File: src/pcat_pkg.sv
// shared types and constants for the page chain allocation table
// request and response payloads, operation and state codes, link markers
// no dependencies
package pcat_pkg;

   localparam int PAGE_W  = 7;
   localparam int ENTRY_W = 16;

   localparam int DEFAULT_TABLE_ENTRIES   = 128;
   localparam int DEFAULT_FIRST_DATA_PAGE = 5;

   localparam logic [ENTRY_W-1:0] MARK_END  = 16'h0001;
   localparam logic [ENTRY_W-1:0] MARK_FREE = 16'h0003;

   typedef enum logic [1:0] {
      MODE_LOAD   = 2'd0,
      MODE_READ   = 2'd1,
      MODE_FREE   = 2'd2,
      MODE_FORMAT = 2'd3
   } mode_type;

   typedef enum logic [1:0] {
      ST_IDLE,
      ST_READ_WAIT,
      ST_WALK,
      ST_FORMAT
   } state_type;

   typedef struct packed {
      mode_type             mode;
      logic [PAGE_W-1:0]    page;
      logic [ENTRY_W-1:0]   value;
   } req_type;

   typedef struct packed {
      logic [ENTRY_W-1:0]   entry_value;
      logic                 status;
   } rsp_type;

   // memory port strobes from the sequencer
   typedef struct packed {
      logic wr_en;
      logic rd_en;
   } mem_ctl_type;

endpackage

File: src/pcat_ram.sv
// link table storage: one write port, one read port, registered read data
// read during write to the same entry returns the old contents
// depends on pcat_pkg
module pcat_ram #(
   parameter int TABLE_ENTRIES = pcat_pkg::DEFAULT_TABLE_ENTRIES
) (
   input  logic                            clock,
   input  pcat_pkg::mem_ctl_type           mem_ctl,
   input  logic [$clog2(TABLE_ENTRIES)-1:0] wr_addr,
   input  logic [pcat_pkg::ENTRY_W-1:0]    wr_data,
   input  logic [$clog2(TABLE_ENTRIES)-1:0] rd_addr,
   output logic [pcat_pkg::ENTRY_W-1:0]    rd_data
);

   logic [pcat_pkg::ENTRY_W-1:0] table_mem [TABLE_ENTRIES];
   logic [pcat_pkg::ENTRY_W-1:0] rd_data_ff;

   always_ff @(posedge clock) begin
      if (mem_ctl.wr_en) begin
         table_mem[wr_addr] <= wr_data;
      end
      if (mem_ctl.rd_en) begin
         rd_data_ff <= table_mem[rd_addr];
      end
   end

   assign rd_data = rd_data_ff;

endmodule

File: src/pcat_ctrl.sv
// sequencer for load, read, chain free and format over the link table memory
// drives the memory ports, forwards a free marker on self-linked entries
// depends on pcat_pkg
module pcat_ctrl #(
   parameter int TABLE_ENTRIES   = pcat_pkg::DEFAULT_TABLE_ENTRIES,
   parameter int FIRST_DATA_PAGE = pcat_pkg::DEFAULT_FIRST_DATA_PAGE
) (
   input  logic                             clock,
   input  logic                             reset,
   input  logic                             start,
   output logic                             busy,
   input  pcat_pkg::req_type                req_data,
   output logic                             rsp_valid,
   output pcat_pkg::rsp_type                rsp_data,
   output pcat_pkg::mem_ctl_type            mem_ctl,
   output logic [$clog2(TABLE_ENTRIES)-1:0] wr_addr,
   output logic [pcat_pkg::ENTRY_W-1:0]     wr_data,
   output logic [$clog2(TABLE_ENTRIES)-1:0] rd_addr,
   input  logic [pcat_pkg::ENTRY_W-1:0]     rd_data
);

   localparam int IW = $clog2(TABLE_ENTRIES);
   localparam int SW = $clog2(TABLE_ENTRIES + 1);
   localparam logic [pcat_pkg::ENTRY_W-1:0] TE_LIM  = pcat_pkg::ENTRY_W'(TABLE_ENTRIES);
   localparam logic [pcat_pkg::ENTRY_W-1:0] FDP_LIM = pcat_pkg::ENTRY_W'(FIRST_DATA_PAGE);

   pcat_pkg::state_type state_ff, state_in;
   logic [IW-1:0]       cur_ff, cur_in;
   logic [SW-1:0]       steps_ff, steps_in;
   logic                fwd_ff, fwd_in;
   logic                rsp_valid_ff, rsp_valid_in;
   pcat_pkg::rsp_type   rsp_ff, rsp_in;

   logic [pcat_pkg::ENTRY_W-1:0] page_ext;
   logic [pcat_pkg::ENTRY_W-1:0] cur_ext;
   logic [pcat_pkg::ENTRY_W-1:0] nxt;
   logic [IW-1:0]                nxt_idx;
   logic                         page_ok;
   logic                         start_ok;
   logic                         walk_stop;
   logic                         fmt_last;
   logic                         accept;

   assign accept   = start && (state_ff == pcat_pkg::ST_IDLE);
   assign page_ext = pcat_pkg::ENTRY_W'(req_data.page);
   assign cur_ext  = pcat_pkg::ENTRY_W'(cur_ff);
   assign page_ok  = page_ext < TE_LIM;
   assign start_ok = page_ok && (page_ext >= FDP_LIM);

   // entry just written free and read back in the same cycle
   assign nxt       = fwd_ff ? pcat_pkg::MARK_FREE : rd_data;
   assign nxt_idx   = nxt[IW-1:0];
   assign walk_stop = (nxt == pcat_pkg::MARK_END) || (nxt == pcat_pkg::MARK_FREE)
                   || (nxt < FDP_LIM) || (nxt >= TE_LIM)
                   || (steps_ff == SW'(TABLE_ENTRIES - 1));
   assign fmt_last  = cur_ff == IW'(TABLE_ENTRIES - 1);

   always_comb begin
      state_in = state_ff;
      unique case (state_ff)
         pcat_pkg::ST_IDLE: begin
            if (accept) begin
               unique case (req_data.mode)
                  pcat_pkg::MODE_LOAD:   state_in = pcat_pkg::ST_IDLE;
                  pcat_pkg::MODE_READ:   state_in = page_ok ? pcat_pkg::ST_READ_WAIT
                                                            : pcat_pkg::ST_IDLE;
                  pcat_pkg::MODE_FREE:   state_in = start_ok ? pcat_pkg::ST_WALK
                                                             : pcat_pkg::ST_IDLE;
                  pcat_pkg::MODE_FORMAT: state_in = pcat_pkg::ST_FORMAT;
               endcase
            end
         end
         pcat_pkg::ST_READ_WAIT: state_in = pcat_pkg::ST_IDLE;
         pcat_pkg::ST_WALK: begin
            if (walk_stop) begin
               state_in = pcat_pkg::ST_IDLE;
            end
         end
         pcat_pkg::ST_FORMAT: begin
            if (fmt_last) begin
               state_in = pcat_pkg::ST_IDLE;
            end
         end
      endcase
   end

   always_comb begin
      mem_ctl      = '0;
      wr_addr      = cur_ff;
      wr_data      = pcat_pkg::MARK_FREE;
      rd_addr      = cur_ff;
      cur_in       = cur_ff;
      steps_in     = steps_ff;
      fwd_in       = 1'b0;
      rsp_valid_in = 1'b0;
      rsp_in       = rsp_ff;
      unique case (state_ff)
         pcat_pkg::ST_IDLE: begin
            if (accept) begin
               unique case (req_data.mode)
                  pcat_pkg::MODE_LOAD: begin
                     mem_ctl.wr_en = page_ok;
                     wr_addr       = IW'(req_data.page);
                     wr_data       = req_data.value;
                     rsp_valid_in  = 1'b1;
                     rsp_in        = '0;
                  end
                  pcat_pkg::MODE_READ: begin
                     mem_ctl.rd_en = page_ok;
                     rd_addr       = IW'(req_data.page);
                     rsp_valid_in  = !page_ok;
                     rsp_in        = '0;
                  end
                  pcat_pkg::MODE_FREE: begin
                     mem_ctl.rd_en = start_ok;
                     rd_addr       = IW'(req_data.page);
                     cur_in        = IW'(req_data.page);
                     steps_in      = '0;
                     rsp_valid_in  = !start_ok;
                     rsp_in        = '0;
                     rsp_in.status = !start_ok;
                  end
                  pcat_pkg::MODE_FORMAT: begin
                     cur_in = '0;
                  end
               endcase
            end
         end
         pcat_pkg::ST_READ_WAIT: begin
            rsp_valid_in       = 1'b1;
            rsp_in.entry_value = rd_data;
            rsp_in.status      = 1'b0;
         end
         pcat_pkg::ST_WALK: begin
            mem_ctl.wr_en = 1'b1;
            steps_in      = steps_ff + SW'(1);
            if (walk_stop) begin
               rsp_valid_in = 1'b1;
               rsp_in       = '0;
            end else begin
               mem_ctl.rd_en = 1'b1;
               rd_addr       = nxt_idx;
               cur_in        = nxt_idx;
               fwd_in        = nxt_idx == cur_ff;
            end
         end
         pcat_pkg::ST_FORMAT: begin
            mem_ctl.wr_en = 1'b1;
            wr_data       = (cur_ext < FDP_LIM) ? pcat_pkg::MARK_END : pcat_pkg::MARK_FREE;
            cur_in        = cur_ff + IW'(1);
            if (fmt_last) begin
               rsp_valid_in = 1'b1;
               rsp_in       = '0;
            end
         end
      endcase
   end

   always_ff @(posedge clock) begin
      if (reset) begin
         state_ff     <= pcat_pkg::ST_IDLE;
         rsp_valid_ff <= 1'b0;
         fwd_ff       <= 1'b0;
      end else begin
         state_ff     <= state_in;
         rsp_valid_ff <= rsp_valid_in;
         fwd_ff       <= fwd_in;
      end
      cur_ff   <= cur_in;
      steps_ff <= steps_in;
      rsp_ff   <= rsp_in;
   end

   assign busy      = state_ff != pcat_pkg::ST_IDLE;
   assign rsp_valid = rsp_valid_ff;
   assign rsp_data  = rsp_ff;

endmodule

File: src/page_chain_allocation_table_unit.sv
// channel   ports                     handshake
// request   start, busy, req_data     taken when start is high and busy is low
// response  rsp_valid, rsp_data       one-cycle strobe, cannot be held off
//
// load and a free with a bad start page answer in the cycle after the request,
// a read after its registered memory read and the READ_WAIT state; a chain
// free frees one page per WALK step until the walk stops, and a format writes
// every entry in turn in FORMAT. busy is high while a read, chain free or format runs.
// reset returns the sequencer to idle; table contents are undefined until a
// load or format writes them.
//
// top level: sequencer plus link table memory, depends on pcat_pkg
module page_chain_allocation_table_unit #(
   parameter int TABLE_ENTRIES   = pcat_pkg::DEFAULT_TABLE_ENTRIES,
   parameter int FIRST_DATA_PAGE = pcat_pkg::DEFAULT_FIRST_DATA_PAGE
) (
   input  logic              clock,
   input  logic              reset,
   input  logic              start,
   output logic              busy,
   input  pcat_pkg::req_type req_data,
   output logic              rsp_valid,
   output pcat_pkg::rsp_type rsp_data
);

   localparam int IW = $clog2(TABLE_ENTRIES);

   pcat_pkg::mem_ctl_type        mem_ctl;
   logic [IW-1:0]                wr_addr;
   logic [pcat_pkg::ENTRY_W-1:0] wr_data;
   logic [IW-1:0]                rd_addr;
   logic [pcat_pkg::ENTRY_W-1:0] rd_data;

   pcat_ctrl #(
      .TABLE_ENTRIES   (TABLE_ENTRIES),
      .FIRST_DATA_PAGE (FIRST_DATA_PAGE)
   ) u_ctrl (
      .clock     (clock),
      .reset     (reset),
      .start     (start),
      .busy      (busy),
      .req_data  (req_data),
      .rsp_valid (rsp_valid),
      .rsp_data  (rsp_data),
      .mem_ctl   (mem_ctl),
      .wr_addr   (wr_addr),
      .wr_data   (wr_data),
      .rd_addr   (rd_addr),
      .rd_data   (rd_data)
   );

   pcat_ram #(
      .TABLE_ENTRIES (TABLE_ENTRIES)
   ) u_ram (
      .clock   (clock),
      .mem_ctl (mem_ctl),
      .wr_addr (wr_addr),
      .wr_data (wr_data),
      .rd_addr (rd_addr),
      .rd_data (rd_data)
   );

`ifndef SYNTHESIS
   // a response never shows while an operation is still running
   a_no_rsp_when_busy: assert property (@(posedge clock) disable iff (reset)
      busy |-> !rsp_valid)
      else $error("response strobe while busy");

   // load answers next cycle with an all-zero response
   a_load_rsp: assert property (@(posedge clock) disable iff (reset)
      (start && !busy && req_data.mode == pcat_pkg::MODE_LOAD)
      |=> (rsp_valid && rsp_data == '0))
      else $error("load response missing or nonzero");

   // free from a system page is rejected at once with status set
   a_bad_free: assert property (@(posedge clock) disable iff (reset)
      (start && !busy && req_data.mode == pcat_pkg::MODE_FREE
       && int'(req_data.page) < FIRST_DATA_PAGE)
      |=> (rsp_valid && rsp_data.status && !busy))
      else $error("bad start page not rejected");
`endif

endmodule

File: config.mk
export PLATFORM = sky130hd
export DESIGN_NAME = page_chain_allocation_table_unit
export DESIGN_NICKNAME = d
export VERILOG_FILES = /design/src/pcat_pkg.sv /design/src/pcat_ram.sv /design/src/pcat_ctrl.sv /design/src/page_chain_allocation_table_unit.sv
export SDC_FILE = /design/constraint.sdc
export NUM_CORES = 2
export LEC_CHECK = 0
export CAP_MARGIN = 20
export CORE_ASPECT_RATIO = 1.1
export CORE_UTILIZATION = 30
export DETAILED_ROUTE_END_ITERATION = 12
export DONT_BUFFER_PORTS = 1
export GPL_TIMING_DRIVEN = 1
export HOLD_SLACK_MARGIN = 0.1
export PLACE_DENSITY = 0.48
export SYNTH_ARGS = -nofsm -noshare
export SYNTH_HDL_FRONTEND = slang
export SYNTH_HIERARCHICAL = 1
export SYNTH_SLANG_ARGS = --single-unit
File: constraint.sdc
create_clock -name clock -period 5.3 [get_ports clock]
set_input_delay 0.53 -clock clock [delete_from_list [all_inputs] [get_ports clock]]
set_output_delay 0.53 -clock clock [all_outputs]
set_load 0.01 [all_outputs]
==> flow_metrics.tcl <==
set metrics [dict create \
    status "finished, final reports clean" \
    die_w_um 498 \
    syn_nets 3402 \
    vdd_drop_max_uv 245 \
    area_delta_synth_final_pct 16.1 \
    grt_max_degree 79 \
    place.detailed.hpwl_mm 130 \
    drive_gt1_frac 0.341 \
    syn_area_per_cell_sq_um 24.2 \
    slew-limit-headroom 0.214 \
    syn_inst 3363 \
    synthFlopType "edfxtp_1" \
    min_period_ns 4.95 \
    cts_sinks 2100 \
    hold_viol 0 \
    dp.cells 6975 \
    cts.htree.levels 4 \
    antenna_found_initial 26 \
    design_area_sq_um 94300 \
    grt_pass1_vias 38200 \
    viasPerCell 5.03 \
    path_clk_slew_ns 0.08 \
    finalCritPeriodShare 0.934 \
    drc 0 \
    final_cells 7376 \
    grt_setup_unrepaired "false" \
    tightest_slew_ns 1.18 \
    gp_congestion 0.756 \
    die_h_um 548 \
    finalSetupViolations 0 \
    fmax_ghz 0.202 \
    cts_tree "yes" \
    wl_mm 222 \
    power_density_nw_per_um2 407 \
    dp_slack_ns 0.416 \
    ant_nets 0 \
    maxSlewViolCount 0 \
    worstHoldPathType "in -> reg" \
    fin_setup_tns_ns 0 \
    ios 47 \
    finalClockSkew_ns 0.0905 \
    synth.distinct_cells 53 \
    n_fill_cell 24800 \
    vias 37100 \
    path_class "reg -> reg" \
    async_reset_ff_frac 0 \
    drt-initial-drc-count 3869 \
    cts_setup_buffers 0 \
    final_core_util 0.350 \
    track_usage 0.161 \
    cp_cell_sequence "ha_1, nand3_1, nor3_2, nor3_4, mux2i_1, o21ai_4, buf_12, buf_12, buf_4, mux4_2, mux4_2, mux4_2, mux2_2" \
    die-area_sq_um 273000 \
    ys.warnings.count 6 \
    core_sq_um 270000 \
    grt_overflow_total 0 \
    grt_first_pass_wirelength_mm 310 \
    critPathMaxStageDelay_ns 0.63 \
    synth_seq_cells 2100 \
    critPathSlowestCell "mux4_2" \
    leakage_nw 25.7 \
    placed_area_sq_um 87700 \
    fp-row-count 200 \
    yosysSeqAreaShare 0.775 \
    clockRootBuffer "clkbuf_16" \
    critPathCaptureType "flip-flop" \
    cp_max_fo 26 \
    cap_violations 0 \
    path_common_cell "mux4_2" \
    cts_buffers 215 \
    r2r_slack_ns 0.35 \
    crit_path_start_kind "flip-flop" \
    clkLatencyLatePin_ns 0.89 \
    start_util 0.301 \
    total_power_mw 38.4 \
    firstDrtPassIters 5 \
    worst_ep_arrival_time_ns 5.54 \
    critical_path_required_ns 5.89 \
    drt-wirelength-per-cell_um 30.1 \
    syn-cell-area_sq_um 81300 \
    final_nets 3706 \
    holdWs_ns 0.170 \
    fin_ws_ns 0.351 \
    port_buffers 0 \
    synth-edff-count 2096 \
    clockBufferDepth 4 \
]
-- cell families (layout without fill, tap and decap cells) --
logic type,Yosys count,after routing,share of synthesized area
AOI/OAI and AO/OA,59,59,0.00485
xor gates and xnor gates,11,11,0.00119
adders and majority gates,11,11,0.00169
buffers and inverters,193,665,0.00985
DFF,2100,2100,0.775
muxes,705,705,0.191
other,0,6,0
and+or+nand+nor,284,284,0.0163
-- cell usage after synthesis, drive strengths merged, types with 2 or more instances --
library cell	n	share of area
nand2	35	0.0016
clkbuf	99	0.0046
nand2b	2	0.00015
nand3	23	0.0015
and2	31	0.0024
o211ai	2	0.00018
nor2b	10	0.00077
a221o	4	0.00049
xor2	3	0.00032
nor4	7	0.00080
buf	82	0.0047
o22ai	2	0.00015
inv	12	0.00055
nor2	148	0.0068
a21oi	14	0.00086
o31ai	2	0.00018
mux2i	7	0.00086
nor3	12	0.00094
and3	5	0.00038
a31oi	5	0.00038
o41ai	2	0.00022
mux4	672	0.19
mux2	26	0.0036
o21ai	14	0.00086
or3	4	0.00031
nand4	3	0.00023
dfxtp	4	0.00099
ha	11	0.0017
xnor2	8	0.00086
edfxtp	2096	0.77
o221ai	5	0.00054
-- critical path: cells and delay by family (launching register included) --
kind	cells	cell delay [ns]
AO/OA/AOI/OAI	1	0.26
adder cells (fa/ha/maj)	1	0.19
flip-flops	1	0.36
AND/OR/NAND/NOR	3	0.75
multiplexers	5	2.26
buffers and inverters	3	0.74
-- layout by cell type (no fill, tap or decap), drive strengths merged, types with 5 or more instances in the layout --
master,instances
nor4,7
buf,258
mux2,26
xnor2,8
o21ai,14
dlygate4sd3,10
inv,18
nor2b,10
a31oi,5
mux4,672
and2,31
clkbuf,277
nand2,35
clkinvlp,5
a21oi,14
mux2i,7
edfxtp,2096
nand3,23
nor2,148
diode,6
and3,5
clkinv,85
o221ai,5
nor3,12
ha,11
bufinv,12
-- worst paths after layout --
check,start,endpoint,depth (start not counted)
worst min register to register,u_ctrl/steps_ff[0],u_ctrl/steps_ff[0],1
worst max-delay path,u_ctrl/steps_ff[0],u_ram/rd_data[9],13
worst max register to register,u_ctrl/steps_ff[0],u_ram/rd_data[9],13
worst min-delay path,start,u_ctrl/cur_ff[4],2
-- registers in the layout, indices dropped and copies added (netlist names) --
register and cells:
u_ctrl/rsp_valid 1, u_ram/table_mem 2048, u_ctrl/fwd_ff 1, u_ctrl/state_ff 2, u_ctrl/rsp_data 17, u_ctrl/cur_ff 7, u_ram/rd_data 16, u_ctrl/steps_ff 8
-- layout make-up --
class                   instances  area [sq um]  share of cell area
flip-flops and latches       2100         63000               0.668
multi-input cells            1070         17700               0.188
clock buffers                 277          5660              0.0599
well taps                    3535          4420              0.0469
repair buffers                268          2560              0.0271
clock inverters               108           912             0.00967
inverters                      12          45.0            0.000477
diodes                          6          15.0            0.000159
-- power by group --
group | switching [mW] | leakage [nW] | total, mW | internal (mW)
Sequential | 0.0744 | 16.6 | 18.5 | 18.4
Clock | 6.35 | 3.20 | 14.5 | 8.11
Combinational | 3.05 | 5.92 | 5.46 | 2.41
Total | 9.47 | 25.7 | 38.4 | 28.9
-- metal layers --
| layer | global-route usage | vias to the layer above | share of wire | wire length [um] |
|---|---|---|---|---|
| li1 | - | 15100 | - | - |
| met1 | 0.222 | 20600 | 0.43 | 94800 |
| met2 | 0.266 | 1101 | 0.49 | 108000 |
| met3 | 0.0265 | 284 | 0.059 | 13100 |
| met4 | 0.0423 | 0 | 0.026 | 5690 |
| met5 | 0 | - | 0 | 0 |
-- what timing repair did --
item / CTS / global route
resized for setup: 0 / 0
endpoints found under the hold margin: 12 / 0
hold buffers: 10 / 0
Power figures use the tool's default switching activity.
